--- config.mk ---
export PLATFORM = sky130hd
export DESIGN_NAME = midi_step_sequencer_player
export DESIGN_NICKNAME = d
export VERILOG_FILES = /design/src/design/msp_pkg.sv /design/src/design/msp_front.sv /design/src/design/msp_div.sv /design/src/design/msp_back.sv /design/src/design/midi_step_sequencer_player.sv
export SDC_FILE = /design/constraint.sdc
export NUM_CORES = 2
export LEC_CHECK = 0
export BUFFER_PORTS_ARGS = -buffer_cell sky130_fd_sc_hd__buf_4
export CAP_MARGIN = 20
export CORE_MARGIN = 2
export CORE_UTILIZATION = 65
export CTS_BUF_LIST = sky130_fd_sc_hd__clkbuf_8
export DETAILED_ROUTE_END_ITERATION = 7
export PLACE_DENSITY = 0.9
export SLEW_MARGIN = 20
export SYNTH_ARGS = -nofsm -noshare
export SYNTH_HDL_FRONTEND = slang
export SYNTH_SLANG_ARGS = --single-unit
--- constraint.sdc ---
create_clock -name clk_i -period 7.9 [get_ports clk_i]
set_input_delay 2.37 -clock clk_i [delete_from_list [all_inputs] [get_ports clk_i]]
set_output_delay 2.37 -clock clk_i [all_outputs]
set_load 0.03 [all_outputs]
--- src/design/msp_pkg.sv ---
// Shared types, codes and constants of the step sequencer player.
`timescale 1ns / 1ps
package msp_pkg;

  localparam int ROWS_DEF = 4;
  localparam int COLS_DEF = 8;

  localparam logic [3:0] OP_TIME   = 4'd0;
  localparam logic [3:0] OP_PAD    = 4'd1;
  localparam logic [3:0] OP_ROW    = 4'd2;
  localparam logic [3:0] OP_CHAN   = 4'd3;
  localparam logic [3:0] OP_SCENE  = 4'd4;
  localparam logic [3:0] OP_SELECT = 4'd5;
  localparam logic [3:0] OP_TOGGLE = 4'd6;
  localparam logic [3:0] OP_START  = 4'd7;
  localparam logic [3:0] OP_STOP   = 4'd8;

  localparam logic [1:0] CFG_TEMPO = 2'd0;
  localparam logic [1:0] CFG_SWING = 2'd1;

  localparam logic [8:0] TEMPO_RESET = 9'd120;
  localparam logic [8:0] TEMPO_MIN   = 9'd20;
  localparam logic [8:0] TEMPO_MAX   = 9'd300;
  localparam logic [6:0] SWING_RESET = 7'd50;
  localparam logic [6:0] SWING_MIN   = 7'd50;
  localparam logic [6:0] SWING_MAX   = 7'd99;
  localparam int         BAR_MS      = 240000;
  localparam int         SWING_DIV   = 50;
  localparam int         NOTE_CAP    = 32;
  localparam logic [3:0] HL_NONE     = 4'hF;

  localparam int DIV_W  = 20;
  localparam int DSR_W  = 12;

  typedef struct packed {
    logic [3:0]  op;
    logic [31:0] now;
    logic [1:0]  pat;
    logic [1:0]  row;
    logic [2:0]  col;
    logic        pad_on;
    logic [6:0]  note;
    logic [6:0]  vel;
    logic [3:0]  chan;
    logic        p_ok;
    logic        r_ok;
    logic        c_ok;
  } cmd_t;

  typedef struct packed {
    logic        valid;
    logic        kind;
    logic [3:0]  chan;
    logic [6:0]  note;
    logic [6:0]  vel;
    logic [31:0] wait_ms;
    logic [3:0]  hl;
    logic        stepped;
    logic        last;
  } res_t;

endpackage

--- src/design/msp_front.sv ---
// Front end: takes items, checks address ranges, queues them for the back end.
`timescale 1ns / 1ps
module msp_front import msp_pkg::*; #(
  parameter int ROWS = ROWS_DEF,
  parameter int COLS = COLS_DEF
) (
  input  logic        clk_i,
  input  logic        rst_ni,
  input  logic        start_i,
  output logic        busy_o,
  input  logic [3:0]  operation_i,
  input  logic [31:0] now_ms_i,
  input  logic [1:0]  pattern_index_i,
  input  logic [1:0]  row_index_i,
  input  logic [2:0]  column_index_i,
  input  logic        pad_on_i,
  input  logic [6:0]  note_value_i,
  input  logic [6:0]  velocity_value_i,
  input  logic [3:0]  channel_value_i,
  output cmd_t        cmd_o,
  output logic        cmd_valid_o,
  input  logic        cmd_pop_i
);

  cmd_t       fifo_q [2];
  logic       wr_ptr_q, rd_ptr_q;
  logic [1:0] count_q;
  cmd_t       cmd_in;
  logic       push;

  always_comb begin
    cmd_in.op     = operation_i;
    cmd_in.now    = now_ms_i;
    cmd_in.pat    = pattern_index_i;
    cmd_in.row    = row_index_i;
    cmd_in.col    = column_index_i;
    cmd_in.pad_on = pad_on_i;
    cmd_in.note   = note_value_i;
    cmd_in.vel    = velocity_value_i;
    cmd_in.chan   = channel_value_i;
    cmd_in.p_ok   = int'(pattern_index_i) < ROWS;
    cmd_in.r_ok   = int'(row_index_i) < ROWS;
    cmd_in.c_ok   = int'(column_index_i) < COLS;
  end

  assign busy_o      = (count_q == 2'd2);
  assign push        = start_i && !busy_o;
  assign cmd_valid_o = (count_q != 2'd0);
  assign cmd_o       = fifo_q[rd_ptr_q];

  always_ff @(posedge clk_i) begin
    if (push) begin
      fifo_q[wr_ptr_q] <= cmd_in;
    end
  end

  always_ff @(posedge clk_i or negedge rst_ni) begin
    if (!rst_ni) begin
      wr_ptr_q <= 1'b0;
      rd_ptr_q <= 1'b0;
      count_q  <= 2'd0;
    end else begin
      if (push) wr_ptr_q <= ~wr_ptr_q;
      if (cmd_pop_i) rd_ptr_q <= ~rd_ptr_q;
      count_q <= count_q + {1'b0, push} - {1'b0, cmd_pop_i};
    end
  end

endmodule

--- src/design/msp_div.sv ---
// Restoring divider, one quotient bit per cycle.
`timescale 1ns / 1ps
module msp_div import msp_pkg::*; (
  input  logic             clk_i,
  input  logic             rst_ni,
  input  logic             start_i,
  input  logic [DIV_W-1:0] dividend_i,
  input  logic [DSR_W-1:0] divisor_i,
  output logic             busy_o,
  output logic             done_o,
  output logic [DIV_W-1:0] quot_o
);

  localparam int CNT_W = $clog2(DIV_W + 1);

  logic [DIV_W-1:0] dvd_q, quo_q;
  logic [DSR_W-1:0] dsr_q;
  logic [DSR_W:0]   rem_q, rem_sh, rem_sub;
  logic [CNT_W-1:0] cnt_q;
  logic             busy_q, done_q;
  logic             fits;

  assign rem_sh  = {rem_q[DSR_W-1:0], dvd_q[DIV_W-1]};
  assign fits    = rem_sh >= {1'b0, dsr_q};
  assign rem_sub = rem_sh - {1'b0, dsr_q};
  assign busy_o  = busy_q;
  assign done_o  = done_q;
  assign quot_o  = quo_q;

  always_ff @(posedge clk_i) begin
    if (start_i) begin
      dvd_q <= dividend_i;
      dsr_q <= divisor_i;
      rem_q <= '0;
    end else if (busy_q) begin
      dvd_q <= {dvd_q[DIV_W-2:0], 1'b0};
      rem_q <= fits ? rem_sub : rem_sh;
      quo_q <= {quo_q[DIV_W-2:0], fits};
    end
  end

  always_ff @(posedge clk_i or negedge rst_ni) begin
    if (!rst_ni) begin
      busy_q <= 1'b0;
      done_q <= 1'b0;
      cnt_q  <= '0;
    end else begin
      done_q <= 1'b0;
      if (start_i) begin
        busy_q <= 1'b1;
        cnt_q  <= CNT_W'(DIV_W - 1);
      end else if (busy_q) begin
        if (cnt_q == '0) begin
          busy_q <= 1'b0;
          done_q <= 1'b1;
        end else begin
          cnt_q <= cnt_q - 1'b1;
        end
      end
    end
  end

endmodule

--- src/design/msp_back.sv ---
// Back end: sequencer state, note walk over rows and patterns, step timing.
`timescale 1ns / 1ps
module msp_back import msp_pkg::*; #(
  parameter int ROWS = ROWS_DEF,
  parameter int COLS = COLS_DEF
) (
  input  logic       clk_i,
  input  logic       rst_ni,
  input  cmd_t       cmd_i,
  input  logic       cmd_valid_i,
  output logic       cmd_pop_o,
  input  logic [8:0] tempo_i,
  input  logic [6:0] swing_i,
  output res_t       res_o
);

  localparam int RW  = (ROWS > 1) ? $clog2(ROWS) : 1;
  localparam int CW  = (COLS > 1) ? $clog2(COLS) : 1;
  localparam int NCW = $clog2(NOTE_CAP + 1);
  localparam logic [RW-1:0] LAST_R = RW'(ROWS - 1);
  localparam logic [CW-1:0] LAST_C = CW'(COLS - 1);

  // swing divisor is a constant: reciprocal multiply, exact for 20-bit products
  localparam longint unsigned SW_DEN = longint'(SWING_DIV * COLS);
  localparam int              SW_SH  = 32;
  localparam int              RCP_W  = 26;
  localparam logic [RCP_W-1:0] SW_RCP =
    RCP_W'(((64'd1 << SW_SH) + SW_DEN - 64'd1) / SW_DEN);

  localparam logic [3:0] ST_IDLE  = 4'd0;
  localparam logic [3:0] ST_REL   = 4'd1;
  localparam logic [3:0] ST_PAD   = 4'd2;
  localparam logic [3:0] ST_PEND  = 4'd3;
  localparam logic [3:0] ST_COPY  = 4'd4;
  localparam logic [3:0] ST_SRELC = 4'd5;
  localparam logic [3:0] ST_SACT  = 4'd6;
  localparam logic [3:0] ST_SADVC = 4'd7;
  localparam logic [3:0] ST_SEND  = 4'd8;
  localparam logic [3:0] ST_DIVS  = 4'd9;
  localparam logic [3:0] ST_DIVW  = 4'd10;
  localparam logic [3:0] ST_STATT = 4'd11;
  localparam logic [3:0] ST_STATZ = 4'd12;

  localparam logic [1:0] CTX_STOP = 2'd0;
  localparam logic [1:0] CTX_PAT  = 2'd1;
  localparam logic [1:0] CTX_SREL = 2'd2;
  localparam logic [1:0] CTX_SADV = 2'd3;

  logic [ROWS-1:0][COLS-1:0] pad_q [ROWS];
  logic [13:0]               rnote_q [ROWS][ROWS];
  logic [3:0]                pch_q [ROWS];
  logic [ROWS-1:0][COLS-1:0] scene_q;
  logic [7:0]                held_q [ROWS][ROWS];
  logic [3:0]                hch_q [ROWS];
  logic [CW-1:0]             pcol_q [ROWS];
  logic [RW-1:0]             play_q, sel_q, old_q, cp_q, pi_q, ri_q;
  logic                      scene_mode_q, scene_req_q, running_q;
  logic [CW-1:0]             scol_q, step_q;
  logic [ROWS-1:0]           active_q;
  logic [31:0]               next_q, swd_q;
  logic [3:0]                hl_q;
  logic [1:0]                ctx_q, dsel_q;
  logic [NCW-1:0]            ncnt_q;
  logic [3:0]                state_q;
  logic [31:0]               now_q;
  logic [DIV_W-1:0]          q1_q, swprod_q, swq_q;
  res_t                      res_q;

  logic [7:0]             h_cur;
  logic [13:0]            rn_cur;
  logic                   pad_bit;
  logic                   note_emit;
  logic [3:0]             note_ch;
  logic [6:0]             note_nt, note_vel;
  logic [8:0]             tempo_c;
  logic [6:0]             swing_c;
  logic [5:0]             sw_off;
  logic                   div_start, div_busy, div_done;
  logic [DIV_W-1:0]       div_dvd, div_quot;
  logic [DSR_W-1:0]       div_dsr;
  logic [DIV_W+RCP_W-1:0] sw_mul;
  logic [31:0]            when_ms, target_ms;
  logic [CW-1:0]          scol_nx;
  logic [RW-1:0]          cp_in, cr_in;
  logic [CW-1:0]          cc_in;

  assign cmd_pop_o = (state_q == ST_IDLE) && cmd_valid_i;
  assign res_o     = res_q;
  assign cp_in     = RW'(cmd_i.pat);
  assign cr_in     = RW'(cmd_i.row);
  assign cc_in     = CW'(cmd_i.col);
  assign when_ms   = next_q + swd_q;
  assign target_ms = next_q + swd_q;
  assign scol_nx   = (scol_q == LAST_C) ? '0 : scol_q + 1'b1;
  assign sw_mul    = swprod_q * SW_RCP;

  always_comb begin
    h_cur   = held_q[cp_q][ri_q];
    rn_cur  = rnote_q[cp_q][ri_q];
    pad_bit = pad_q[cp_q][ri_q][pcol_q[cp_q]];
    note_emit = 1'b0;
    note_ch   = '0;
    note_nt   = '0;
    note_vel  = '0;
    if (state_q == ST_REL && h_cur[7]) begin
      note_emit = 1'b1;
      note_ch   = hch_q[cp_q];
      note_nt   = h_cur[6:0];
    end else if (state_q == ST_PAD && pad_bit) begin
      note_emit = 1'b1;
      note_ch   = pch_q[cp_q];
      note_nt   = rn_cur[6:0];
      note_vel  = rn_cur[13:7];
    end
  end

  always_comb begin
    tempo_c = tempo_i;
    if (tempo_i < TEMPO_MIN) tempo_c = TEMPO_MIN;
    if (tempo_i > TEMPO_MAX) tempo_c = TEMPO_MAX;
    swing_c = swing_i;
    if (swing_i < SWING_MIN) swing_c = SWING_MIN;
    if (swing_i > SWING_MAX) swing_c = SWING_MAX;
    sw_off = 6'(swing_c - SWING_MIN);
  end

  // Two passes through the divider: bar/tempo, then bar/(tempo*cols), which
  // equals the truncated step period.
  always_comb begin
    div_start = (state_q == ST_DIVS);
    div_dvd   = DIV_W'(BAR_MS);
    case (dsel_q)
      2'd0:    div_dsr = DSR_W'(tempo_c);
      default: div_dsr = DSR_W'(32'(tempo_c) * COLS);
    endcase
  end

  msp_div u_div (
    .clk_i      (clk_i),
    .rst_ni     (rst_ni),
    .start_i    (div_start),
    .dividend_i (div_dvd),
    .divisor_i  (div_dsr),
    .busy_o     (div_busy),
    .done_o     (div_done),
    .quot_o     (div_quot)
  );

  always_ff @(posedge clk_i or negedge rst_ni) begin
    if (!rst_ni) begin
      for (int i = 0; i < ROWS; i++) begin
        pad_q[i]  <= '0;
        pch_q[i]  <= '0;
        hch_q[i]  <= '0;
        pcol_q[i] <= '0;
        for (int j = 0; j < ROWS; j++) begin
          rnote_q[i][j] <= '0;
          held_q[i][j]  <= '0;
        end
      end
      scene_q      <= '0;
      play_q       <= '0;
      sel_q        <= '0;
      old_q        <= '0;
      cp_q         <= '0;
      pi_q         <= '0;
      ri_q         <= '0;
      scene_mode_q <= 1'b0;
      scene_req_q  <= 1'b0;
      running_q    <= 1'b0;
      scol_q       <= '0;
      step_q       <= '0;
      active_q     <= '0;
      next_q       <= '0;
      swd_q        <= '0;
      hl_q         <= HL_NONE;
      ctx_q        <= CTX_STOP;
      dsel_q       <= '0;
      ncnt_q       <= '0;
      state_q      <= ST_IDLE;
      now_q        <= '0;
      q1_q         <= '0;
      swprod_q     <= '0;
      swq_q        <= '0;
      res_q        <= '0;
    end else begin
      res_q <= '0;
      if (note_emit && ncnt_q < NCW'(NOTE_CAP)) begin
        res_q.valid <= 1'b1;
        res_q.chan  <= note_ch;
        res_q.note  <= note_nt;
        res_q.vel   <= note_vel;
        ncnt_q      <= ncnt_q + 1'b1;
      end
      unique case (state_q)
        ST_IDLE: begin
          if (cmd_valid_i) begin
            now_q  <= cmd_i.now;
            dsel_q <= '0;
            ncnt_q <= '0;
            res_q.kind <= 1'b1;
            res_q.last <= 1'b1;
            res_q.hl   <= hl_q;
            case (cmd_i.op)
              OP_TIME: begin
                if (!running_q) begin
                  res_q.valid <= 1'b1;
                end else if (when_ms > cmd_i.now) begin
                  res_q.valid   <= 1'b1;
                  res_q.wait_ms <= when_ms - cmd_i.now;
                end else if (scene_mode_q) begin
                  pi_q <= '0;
                  if (step_q == '0) begin
                    hl_q    <= 4'(scol_q);
                    state_q <= ST_SRELC;
                  end else begin
                    state_q <= ST_SADVC;
                  end
                end else begin
                  if (play_q == sel_q && !scene_req_q) hl_q <= 4'(pcol_q[play_q]);
                  cp_q    <= play_q;
                  ri_q    <= '0;
                  ctx_q   <= CTX_PAT;
                  state_q <= ST_REL;
                end
              end
              OP_PAD: begin
                if (cmd_i.p_ok && cmd_i.r_ok && cmd_i.c_ok)
                  pad_q[cp_in][cr_in][cc_in] <= cmd_i.pad_on;
                res_q.valid <= 1'b1;
              end
              OP_ROW: begin
                if (cmd_i.p_ok && cmd_i.r_ok) rnote_q[cp_in][cr_in] <= {cmd_i.vel, cmd_i.note};
                res_q.valid <= 1'b1;
              end
              OP_CHAN: begin
                if (cmd_i.p_ok) pch_q[cp_in] <= cmd_i.chan;
                res_q.valid <= 1'b1;
              end
              OP_SCENE: begin
                if (cmd_i.r_ok && cmd_i.c_ok) scene_q[cr_in][cc_in] <= cmd_i.pad_on;
                res_q.valid <= 1'b1;
              end
              OP_SELECT: begin
                if (cmd_i.p_ok) sel_q <= cp_in;
                res_q.valid <= 1'b1;
              end
              OP_TOGGLE: begin
                scene_req_q <= !scene_req_q;
                res_q.valid <= 1'b1;
              end
              OP_START: begin
                play_q         <= sel_q;
                pcol_q[sel_q]  <= '0;
                next_q         <= cmd_i.now;
                scene_mode_q   <= scene_req_q;
                scol_q         <= '0;
                active_q       <= '0;
                step_q         <= '0;
                swd_q          <= '0;
                running_q      <= 1'b1;
                res_q.valid    <= 1'b1;
              end
              OP_STOP: begin
                res_q.kind <= 1'b0;
                res_q.last <= 1'b0;
                res_q.hl   <= '0;
                cp_q    <= play_q;
                ri_q    <= '0;
                ctx_q   <= CTX_STOP;
                state_q <= ST_REL;
              end
              default: begin
                res_q.valid <= 1'b1;
              end
            endcase
          end
        end
        ST_REL: begin
          if (h_cur[7]) held_q[cp_q][ri_q] <= '0;
          if (ri_q == LAST_R) begin
            ri_q <= '0;
            case (ctx_q)
              CTX_STOP: begin
                hl_q      <= HL_NONE;
                running_q <= 1'b0;
                state_q   <= ST_STATZ;
              end
              CTX_SREL: state_q <= ST_SACT;
              default:  state_q <= ST_PAD;
            endcase
          end else begin
            ri_q <= ri_q + 1'b1;
          end
        end
        ST_PAD: begin
          if (pad_bit) held_q[cp_q][ri_q] <= {1'b1, rn_cur[6:0]};
          if (ri_q == LAST_R) begin
            ri_q        <= '0;
            hch_q[cp_q] <= pch_q[cp_q];
            pcol_q[cp_q] <= (pcol_q[cp_q] == LAST_C) ? '0 : pcol_q[cp_q] + 1'b1;
            if (ctx_q == CTX_PAT) begin
              state_q <= ST_PEND;
            end else if (pi_q == LAST_R) begin
              state_q <= ST_SEND;
            end else begin
              pi_q    <= pi_q + 1'b1;
              state_q <= ST_SADVC;
            end
          end else begin
            ri_q <= ri_q + 1'b1;
          end
        end
        ST_PEND: begin
          state_q <= ST_DIVS;
          if (step_q == LAST_C) begin
            step_q <= '0;
            if (scene_req_q) scene_mode_q <= 1'b1;
            if (play_q != sel_q) begin
              // new pattern inherits the held notes of the old one
              old_q         <= play_q;
              play_q        <= sel_q;
              hch_q[sel_q]  <= hch_q[play_q];
              pcol_q[sel_q] <= '0;
              ri_q          <= '0;
              state_q       <= ST_COPY;
            end
          end else begin
            step_q <= step_q + 1'b1;
          end
        end
        ST_COPY: begin
          held_q[play_q][ri_q] <= held_q[old_q][ri_q];
          if (ri_q == LAST_R) begin
            ri_q    <= '0;
            state_q <= ST_DIVS;
          end else begin
            ri_q <= ri_q + 1'b1;
          end
        end
        ST_SRELC: begin
          if (active_q[pi_q]) begin
            cp_q    <= pi_q;
            ri_q    <= '0;
            ctx_q   <= CTX_SREL;
            state_q <= ST_REL;
          end else begin
            state_q <= ST_SACT;
          end
        end
        ST_SACT: begin
          active_q[pi_q] <= scene_q[pi_q][scol_q];
          if (pi_q == LAST_R) begin
            pi_q    <= '0;
            state_q <= ST_SADVC;
          end else begin
            pi_q    <= pi_q + 1'b1;
            state_q <= ST_SRELC;
          end
        end
        ST_SADVC: begin
          if (active_q[pi_q]) begin
            cp_q    <= pi_q;
            ri_q    <= '0;
            ctx_q   <= CTX_SADV;
            state_q <= ST_REL;
          end else if (pi_q == LAST_R) begin
            state_q <= ST_SEND;
          end else begin
            pi_q <= pi_q + 1'b1;
          end
        end
        ST_SEND: begin
          state_q <= ST_DIVS;
          if (step_q == LAST_C) begin
            step_q <= '0;
            scol_q <= scol_nx;
            if (!scene_req_q) scene_mode_q <= 1'b0;
            else hl_q <= 4'(scol_nx);
          end else begin
            step_q <= step_q + 1'b1;
          end
        end
        ST_DIVS: begin
          state_q <= ST_DIVW;
        end
        ST_DIVW: begin
          // swing product and its scaled quotient settle during the second pass
          if (dsel_q != 2'd0) begin
            swprod_q <= DIV_W'({14'd0, sw_off} * q1_q);
            swq_q    <= DIV_W'(sw_mul >> SW_SH);
          end
          if (div_done) begin
            case (dsel_q)
              2'd0: begin
                q1_q    <= div_quot;
                dsel_q  <= 2'd1;
                state_q <= ST_DIVS;
              end
              default: begin
                next_q  <= next_q + 32'(div_quot);
                swd_q   <= step_q[0] ? '0 : 32'(swq_q);
                state_q <= ST_STATT;
              end
            endcase
          end
        end
        ST_STATT: begin
          res_q.valid   <= 1'b1;
          res_q.kind    <= 1'b1;
          res_q.wait_ms <= (target_ms > now_q) ? target_ms - now_q : '0;
          res_q.hl      <= hl_q;
          res_q.stepped <= 1'b1;
          res_q.last    <= 1'b1;
          state_q       <= ST_IDLE;
        end
        ST_STATZ: begin
          res_q.valid <= 1'b1;
          res_q.kind  <= 1'b1;
          res_q.hl    <= hl_q;
          res_q.last  <= 1'b1;
          state_q     <= ST_IDLE;
        end
        default: begin
          state_q <= ST_IDLE;
        end
      endcase
    end
  end

  a_note_cap: assert property (@(posedge clk_i) disable iff (!rst_ni)
    ncnt_q <= NCW'(NOTE_CAP)) else $error("note count past cap");

  a_note_not_last: assert property (@(posedge clk_i) disable iff (!rst_ni)
    (res_q.valid && !res_q.kind) |-> !res_q.last) else $error("note marked last");

  a_div_idle: assert property (@(posedge clk_i) disable iff (!rst_ni)
    (state_q == ST_IDLE) |-> !div_busy) else $error("divider busy while idle");

  a_step_running: assert property (@(posedge clk_i) disable iff (!rst_ni)
    (state_q == ST_STATT) |-> running_q) else $error("step status while stopped");

endmodule

--- src/design/midi_step_sequencer_player.sv ---
// Top level of the grid step sequencer player with swing.
//
// Items enter on start_i with the operation fields; an item is taken at a
// clock edge with start_i high and busy_o low. A two-item queue sits between
// the front end and the back end, so busy_o rises only when it is full.
// Every item returns zero or more note results (kind 0) and then one status
// result (kind 1, last 1), each shown for one cycle with result_valid_o.
// The receiver cannot stall; results are simply presented.
// Writes, selects and not-yet-due time items are answered from the idle state.
// Stop releases the held notes row by row, then returns its status.
// A due time item walks one row per cycle: release and then pad rows for each
// played pattern (plus a held-note copy at bar end, and the scene release
// and activation walk on the first step of a scene bar), then two passes
// through the shared divider for bar length and step period; the swing delay
// is formed alongside by a reciprocal multiply.
// Config writes (cfg_we_i, cfg_index_i, cfg_data_i) are registered at the next clock edge.
// Reset clears all grids, notes, held notes and the timing state, and sets
// tempo 120 and swing 50.
`timescale 1ns / 1ps
module midi_step_sequencer_player import msp_pkg::*; #(
  parameter int ROWS = ROWS_DEF,
  parameter int COLS = COLS_DEF
) (
  input  logic              clk_i,
  input  logic              rst_ni,
  input  logic              start_i,
  output logic              busy_o,
  input  logic [3:0]        operation_i,
  input  logic [31:0]       now_ms_i,
  input  logic [1:0]        pattern_index_i,
  input  logic [1:0]        row_index_i,
  input  logic [2:0]        column_index_i,
  input  logic              pad_on_i,
  input  logic [6:0]        note_value_i,
  input  logic [6:0]        velocity_value_i,
  input  logic [3:0]        channel_value_i,
  input  logic              cfg_we_i,
  input  logic [1:0]        cfg_index_i,
  input  logic [8:0]        cfg_data_i,
  output logic              result_valid_o,
  output logic              kind_o,
  output logic [3:0]        midi_channel_o,
  output logic [6:0]        midi_note_o,
  output logic [6:0]        midi_velocity_o,
  output logic [31:0]       wait_ms_o,
  output logic signed [3:0] highlight_column_o,
  output logic              stepped_o,
  output logic              last_o
);

  logic [8:0] tempo_q;
  logic [6:0] swing_q;
  cmd_t       cmd;
  logic       cmd_valid, cmd_pop;
  res_t       res;

  always_ff @(posedge clk_i or negedge rst_ni) begin
    if (!rst_ni) begin
      tempo_q <= TEMPO_RESET;
      swing_q <= SWING_RESET;
    end else if (cfg_we_i) begin
      if (cfg_index_i == CFG_TEMPO) tempo_q <= cfg_data_i;
      if (cfg_index_i == CFG_SWING) swing_q <= cfg_data_i[6:0];
    end
  end

  msp_front #(.ROWS(ROWS), .COLS(COLS)) u_front (
    .clk_i            (clk_i),
    .rst_ni           (rst_ni),
    .start_i          (start_i),
    .busy_o           (busy_o),
    .operation_i      (operation_i),
    .now_ms_i         (now_ms_i),
    .pattern_index_i  (pattern_index_i),
    .row_index_i      (row_index_i),
    .column_index_i   (column_index_i),
    .pad_on_i         (pad_on_i),
    .note_value_i     (note_value_i),
    .velocity_value_i (velocity_value_i),
    .channel_value_i  (channel_value_i),
    .cmd_o            (cmd),
    .cmd_valid_o      (cmd_valid),
    .cmd_pop_i        (cmd_pop)
  );

  msp_back #(.ROWS(ROWS), .COLS(COLS)) u_back (
    .clk_i       (clk_i),
    .rst_ni      (rst_ni),
    .cmd_i       (cmd),
    .cmd_valid_i (cmd_valid),
    .cmd_pop_o   (cmd_pop),
    .tempo_i     (tempo_q),
    .swing_i     (swing_q),
    .res_o       (res)
  );

  assign result_valid_o     = res.valid;
  assign kind_o             = res.kind;
  assign midi_channel_o     = res.chan;
  assign midi_note_o        = res.note;
  assign midi_velocity_o    = res.vel;
  assign wait_ms_o          = res.wait_ms;
  assign highlight_column_o = $signed(res.hl);
  assign stepped_o          = res.stepped;
  assign last_o             = res.last;

endmodule

# ---- Word-level counts from Yosys, hierarchy flattened
# Memory sizes are Yosys's and may differ from the RTL's.
# Index checks and enable logic that the tools add are counted.
dict set report word_totals {
  out_inout_bits 59
  mem_bits_rw 124
  n_memories 1
  word_cells 573
  ff_bits 889
}
# name depth width read_ports rd_clocked_by_memory_dff wr line_no
set memory_table {}
lappend memory_table {u_front.fifo_q 2 62 1 0 1 msp_front.sv:25} ;# cmd_t fifo_q [2];
dict set report op_classes {
  n_reduce_logical 80
  n_eq_ne 65
  bitwise 14
  n_mux 256
  n_addsub 15
  order_cmp 30
  n_mul 2
}
# op count
set ops {}
lappend ops {{$mux W32} 21}
lappend ops {{$bwmux W128} 3}
lappend ops {{$pmux W128 S3} 1}
lappend ops {{$mux W128} 2}
lappend ops {{$bwmux W224} 1}
lappend ops {{$bmux W32 S2} 3}
lappend ops {{$demux W32 S2} 3}
lappend ops {{$pmux W32 S2} 3}
lappend ops {{$mux W56} 3}
lappend ops {{$mux W4} 38}
lappend ops {{$and A128 B128 Y128} 1}
lappend ops {{$not A128 Y128} 1}
lappend ops {{$bmux W56 S2} 1}
lappend ops {{$demux W56 S2} 1}
lappend ops {{$mux W12} 7}
lappend ops {{$mux W2} 40}
lappend ops {{$bmux W8 S2} 4}
lappend ops {{$gt A32 B32 Y1} 2}
lappend ops {{$mux W8} 8}
lappend ops {{$sub A32 B32 Y32} 2}
lappend ops {{$bwmux W16} 3}
lappend ops {{$mux W16} 3}
lappend ops {{$mul A20 B24 Y44 const B} 1}
lappend ops {{$pmux W4 S11} 1}
lappend ops {{other kinds (96)} 309}

# ---- Longest topological paths before layout
dict set report logic_depth {
  ltp_word 18
  ltp_mapped 29
  ltp_nobuf 26
}

# ---- Hierarchy
# A second synthesis with hierarchy kept.
dict set report hier_totals {
  cells_unflattened 5621
  area_unflattened_um2 64070.2
}
# mod cells_per_inst seq_area_each_um2 area_per_inst_um2 instances
set modules_own_cells {}
lappend modules_own_cells {msp_back 5127 19598.8 55211.7 1}
lappend modules_own_cells {msp_front 214 3823.7 4994.8 1}
lappend modules_own_cells {msp_div 245 1976.9 3239.4 1}
lappend modules_own_cells {midi_step_sequencer_player 35 409.1 624.3 1}

# ---- Worst setup path after synthesis
# Ideal clock, no wire load.
dict set report synth_timing {
  kind {register to register}
  startpoint {register swing_q[3]}
  endpoint {register u_back.swprod_q[19]}
  required_ps 7805
  slack_ps 1113
  path_buffers 4
  period_less_slack_ps 6787
  stages_incl_launch_ff 29
  setup_time_ps 95
  arrival_time_ps 6692
  path_cell_list {dfrtp_1 or2_2 clkbuf_1 o21ai_0 a22oi_1 nor2_1 clkbuf_1 buf_1 ha_1 a21oi_1 a31oi_1 clkbuf_1 nand2_1 fa_1 fa_1 fa_1 inv_1 ha_1 a21o_1 a21oi_1 o21bai_1 a21oi_1 o21bai_1 a211o_1 a2111oi_2 nor3_1 o31a_1 o21a_1 o31ai_1}
}
dict set report synth_between {
  elab_chain_cells 5
}
# element line_no
set synth_rtl {}
lappend synth_rtl {{start: declaration} midi_step_sequencer_player.sv:52} ;# logic [6:0] swing_q;
lappend synth_rtl {{start signal: assignment} midi_step_sequencer_player.sv:63} ;# if (cfg_index_i == CFG_SWING) swing_q <= cfg_data_i[6:0];
lappend synth_rtl {{$lt A7 B6 Y1} msp_back.sv:122} ;# if (swing_i < SWING_MIN) swing_c = SWING_MIN;
lappend synth_rtl {{$mux W6} msp_back.sv:122}
lappend synth_rtl {{$mux W6 (*)} msp_back.sv:123} ;# if (swing_i > SWING_MAX) swing_c = SWING_MAX;
lappend synth_rtl {{$sub A6 B6 Y6 (*)} msp_back.sv:124} ;# sw_off = 6'(swing_c - SWING_MIN);
lappend synth_rtl {{$mul A6 B20 Y20 (*)} msp_back.sv:390} ;# swprod_q <= DIV_W'({14'd0, sw_off} * q1_q);
lappend synth_rtl {{end signal: assignment} msp_back.sv:390}
lappend synth_rtl {{end: declaration} msp_back.sv:66} ;# logic [DIV_W-1:0] q1_q, swprod_q, swq_q;
# Mark *: on every way between the ends. The rest lies on a longest branch, timed or not.
# A chain may end at the register's enable or synchronous reset.

# ---- Final worst setup path
dict set report layout_timing {
  startpoint {register u_back.swd_q[0]}
  endpoint {register u_back.res_q, in the netlist u_back.res_o[35]}
}
dict set report layout_between {
  elab_chain_cells 7
}
# element line_no
set layout_rtl {}
lappend layout_rtl {{start: declaration} msp_back.sv:60} ;# logic [31:0] next_q, swd_q;
lappend layout_rtl {{start signal: assignment} msp_back.sv:402} ;# swd_q <= step_q[0] ? '0 : 32'(swq_q);
lappend layout_rtl {{$add A32 B32 Y32 (*)} {msp_back.sv:92, msp_back.sv:93}}
lappend layout_rtl {{$sub A32 B32 Y32 or $gt A32 B32 Y1 (tied branches)} {msp_back.sv:210, msp_back.sv:208}}
lappend layout_rtl {{$mux W32} msp_back.sv:208} ;# end else if (when_ms > cmd_i.now) begin
lappend layout_rtl {{$mux W32} msp_back.sv:206} ;# if (!running_q) begin
lappend layout_rtl {{$mux W32} msp_back.sv:204} ;# case (cmd_i.op)
lappend layout_rtl {{$mux W36} msp_back.sv:197} ;# if (cmd_valid_i) begin
lappend layout_rtl {{$pmux W32 S2 (*)} msp_back.sv:195} ;# unique case (state_q)
lappend layout_rtl {{end: declaration} msp_back.sv:67} ;# res_t res_q;
# Marked as above.

==> metrics.yaml <==
io_buffers: 135
irDropWorstVdd_v: 0.000248
synth_edf_count: 156
synthTopCellsByCount: "dfrtp_1 (799), nand2_1 (590), nor2_1 (582)"
vias_per_cell: 6.75
netlist_instances: 6023
worst_pin_slew_ns: 1.25
setup.worst_path.end_class: "flop"
fmax_mhz: 142
gp_congestion: 0.969
pre_cts_slack_ns: 1.16
r2r_setup_slack_ns: 0.88
postRouteAntennaNets: 0
finClkSkew_ns: 0.0623
yosysTopAreaCellShare_pct: 32.1
crit_chain: "ha_1 -> inv_1 -> fa_1 -> nor2b_1 -> o21ai_0 -> a21boi_0 -> o21ai_0 -> a21boi_0 -> o21ai_0 -> a21boi_0 -> o21ai_0 -> a211oi_1 -> nand3_1 -> xnor2_1 -> ha_1 -> and3_1 -> nand2_1 -> nor4_1 -> nand4_1 -> a2111o_1 -> o211ai_1 -> a21o_1 -> o31ai_1 -> a31o_1"
finalSetupTns_ns: 0
fin_nets: 6768
rsz0062_at_grt: "no"
grtUsageTotal_pct: 35.2
clkLatencyLatePin_ns: 0.93
die_w_um: 314
wl_per_cell_um: 23.2
ys_seq_area_share_pct: 40.9
slowest_stage: "a21o_1"
hp-class: "reg2reg"
synth-main-ff-cell: "dfrtp_1"
clockPowerShare_pct: 22.6
cts_buffers: 163
maxSlewViolCount: 0
postCtsSetupBuffers: 0
drc_errors: 3
cts.repair.resized: 0
cts_sinks: 991
clk_pin_slew_worst_paths_ns: 0.07
core_area_sq_um: 95000
rows: 113
power_switching_mw: 9.05
syn_avg_cell_area_sq_um: 10.3
p_int_mw: 12.3
r2r-start: "u_back.swd_q[0]"
drt_first_pass_iters: 8
critPathCapture: "u_back.res_o[35]"
wirelength_um: 174000
start_kind: "flop"
power_density_nw_per_um2: 314
startpoint: "u_back.swd_q[0]"
setup_violations: 0
combPwrFrac_pct: 43.2
finalHoldViolations: 0
cts_tree: "yes"
async_flop_share_pct: 81.7
cp.required_ns: 8.66
root_buffer: "clkbuf_8"
synth.distinct_cells: 93
seq_power_share_pct: 34.2
n_fill_cell: 6165
synthTopCellsByArea: "dfrtp_1 (32%), mux4_2 (7.7%), edfxtp_1 (7.5%)"
grt_pass1_wl_um: 274000
synth_seq_cells: 991
synth_nets: 6696
synth_area_sq_um: 62300
cp_max_fo: 28
io_pins: 136
synth_top_cell_by_area: "dfrtp_1"
drive_above_1_share_pct: 12.8
grt_start_max_net_pins: 148
status: "finished, violations left"
vias: 50600
crit_top_cell: "o21ai_0"
leakage_nw: 32.1
power.switching_fraction_pct: 42.4
grt_pass1_vias: 51300
critical_path_class: "reg2reg"
drt_iter0_markers: 7027
worstPathArrival_ns: 7.78
grt_overflow: 0
hold_buffers: 0
yosysMostFrequentCell: "dfrtp_1"
area_delta_synth_final_pct: 9.17
htree_levels: 4
drv_cap: 0
min_period_ns: 7.02
max_stage_delay_ns: 0.85
post-route-period-util_pct: 88.8
yosys_warnings: 0
cts.path.max_buffers: 3
r2r_cells: 24
failed_checks: "DRC"
initial_core_util_pct: 65.6
antenna_found_initial: 3
timing.final.ws_setup_ns: 0.881
dp_hpwl_um: 117000
rr_endpoint: "u_back.res_o[35]"
dieArea_sq_um: 98300
dieHeight_um: 314
max-slew-margin-rel_pct: 16.3
==> layer usage <==
| metal | share of wire, % | global-route usage, % | wire length [um] |
|---|---|---|---|
| met1 | 37 | 45.1 | 63500 |
| met2 | 47 | 55.9 | 82400 |
| met3 | 10 | 8.72 | 18300 |
| met4 | 5.6 | 19.0 | 9670 |
| met5 | 0.046 | 0 | 80 |
==> stage by stage <==
stage | hold slack (ns) | instance area [sq um] | cells | total power [mW] | utilization (%)
5_1_grt | 0.478 | 68000 | 7498 | 22.4 | 71.6
3_5_place_dp | 0.458 | 64400 | 7190 | 16.1 | 67.7
6_report | 0.476 | 68000 | 7499 | 21.3 | 71.6
3_3_place_gp | 0.442 | 64300 | 7187 | 15.7 | 67.7
4_1_cts | 0.465 | 67800 | 7491 | 21.0 | 71.4
2_1_floorplan | 0.430 | 62300 | 6023 | 13.6 | -
==> worst max-delay path: cells and delay by family (launching register included) <==
family | cells | cell delay [ns]
flip-flops | 1 | 0.36
XOR/XNOR | 1 | 0.21
AND/OR/NAND/NOR | 6 | 1.21
AO/OA/AOI/OAI | 13 | 4.03
adder cells (fa/ha/maj) | 3 | 1.01
buffers and inverters | 1 | 0.05
==> state kept, by name, indices dropped and copies added, names as in the netlist, 20 cells and up <==
name                 flops
u_back.held_q          128
u_back.next_q           32
u_back.now_q            32
u_back.pad_q           128
u_back.q1_q             20
u_back.res_o            57
u_back.rnote_q         224
u_back.scene_q          32
u_back.swprod_q         20
u_back.u_div.quot_o     20
u_front.fifo_q         124
==> kinds of logic (layout without fill, tap and decap cells) <==
logic type | after synthesis | in the layout | synth area share [%]
adder cells (fa/ha/maj) | 600 | 600 | 14.8
AO/OA/AOI/OAI | 1451 | 1451 | 14.4
other | 0 | 3 | 0
multiplexers | 465 | 465 | 11.8
XOR/XNOR | 149 | 149 | 2.10
flip-flops | 991 | 991 | 40.9
AND/OR/NAND/NOR | 1608 | 1608 | 11.2
buffers and inverters | 759 | 967 | 4.74
==> power groups by stage <==
stage | sequential (mW) | clock, mW | combinational [mW]
floorplan | 6.90 | 0 | 6.74
global placement | 7.21 | 0 | 8.49
detailed placement | 7.28 | 0 | 8.81
CTS | 7.23 | 4.83 | 8.92
global route | 7.38 | 5.06 | 9.91
finish | 7.29 | 4.82 | 9.22
==> worst min path at each step <==
stage	startpoint	end	slack (ns)	cells after the start
floorplan	u_back.u_div.dvd_q[7]	u_back.u_div.dvd_q[7]	0.43	2
global placement	u_back.u_div.dvd_q[7]	u_back.u_div.dvd_q[7]	0.44	2
detailed placement	u_back.u_div.dvd_q[7]	u_back.u_div.dvd_q[7]	0.46	2
CTS	u_back.u_div.quot_o[4]	u_back.u_div.quot_o[5]	0.47	0
global route	u_back.u_div.quot_o[4]	u_back.u_div.quot_o[5]	0.48	0
finish	u_back.u_div.dvd_q[7]	u_back.u_div.dvd_q[7]	0.48	2
==> cell type report <==
type | count | area, sq um | share of cell area (%)
multi-input cells | 4273 | 34000 | 50.0
inverters | 454 | 1700 | 2.51
repair buffers | 212 | 1730 | 2.55
flip-flops and latches | 991 | 25500 | 37.5
diodes | 3 | 7.51 | 0.0110
clock inverters | 98 | 689 | 1.01
well taps | 1265 | 1580 | 2.33
clock buffers | 203 | 2790 | 4.11
==> placed cells by master, fill, tap and decap left out, types with 14 or more instances in the layout <==
cell | netlist | layout
dfrtp_1 | 799 | 795
nand2_1 | 590 | 588
nor2_1 | 582 | 578
inv_1 | 451 | 501
a21oi_1 | 477 | 476
ha_1 | 364 | 364
o21ai_0 | 315 | 314
fa_1 | 232 | 232
mux4_2 | 212 | 212
clkbuf_8 | 0 | 203
mux2i_1 | 206 | 199
buf_4 | 7 | 196
edfxtp_1 | 156 | 156
o22ai_1 | 147 | 146
a22o_1 | 126 | 126
nand3_1 | 118 | 115
xnor2_1 | 100 | 100
a31oi_1 | 68 | 68
and2_1 | 58 | 58
a21o_1 | 57 | 57
xor2_1 | 49 | 49
mux2_2 | 47 | 47
nand2b_1 | 44 | 44
nor3_1 | 42 | 42
nor2b_1 | 40 | 39
o31ai_1 | 33 | 33
and3_1 | 28 | 27
dfxtp_1 | 25 | 25
clkinv_2 | 0 | 24
nand4_1 | 23 | 23
a211oi_1 | 22 | 22
a22oi_1 | 22 | 22
or3_1 | 21 | 21
o21a_1 | 19 | 19
o21bai_1 | 16 | 16
o211ai_1 | 14 | 14
Power figures use the tool's default switching activity.
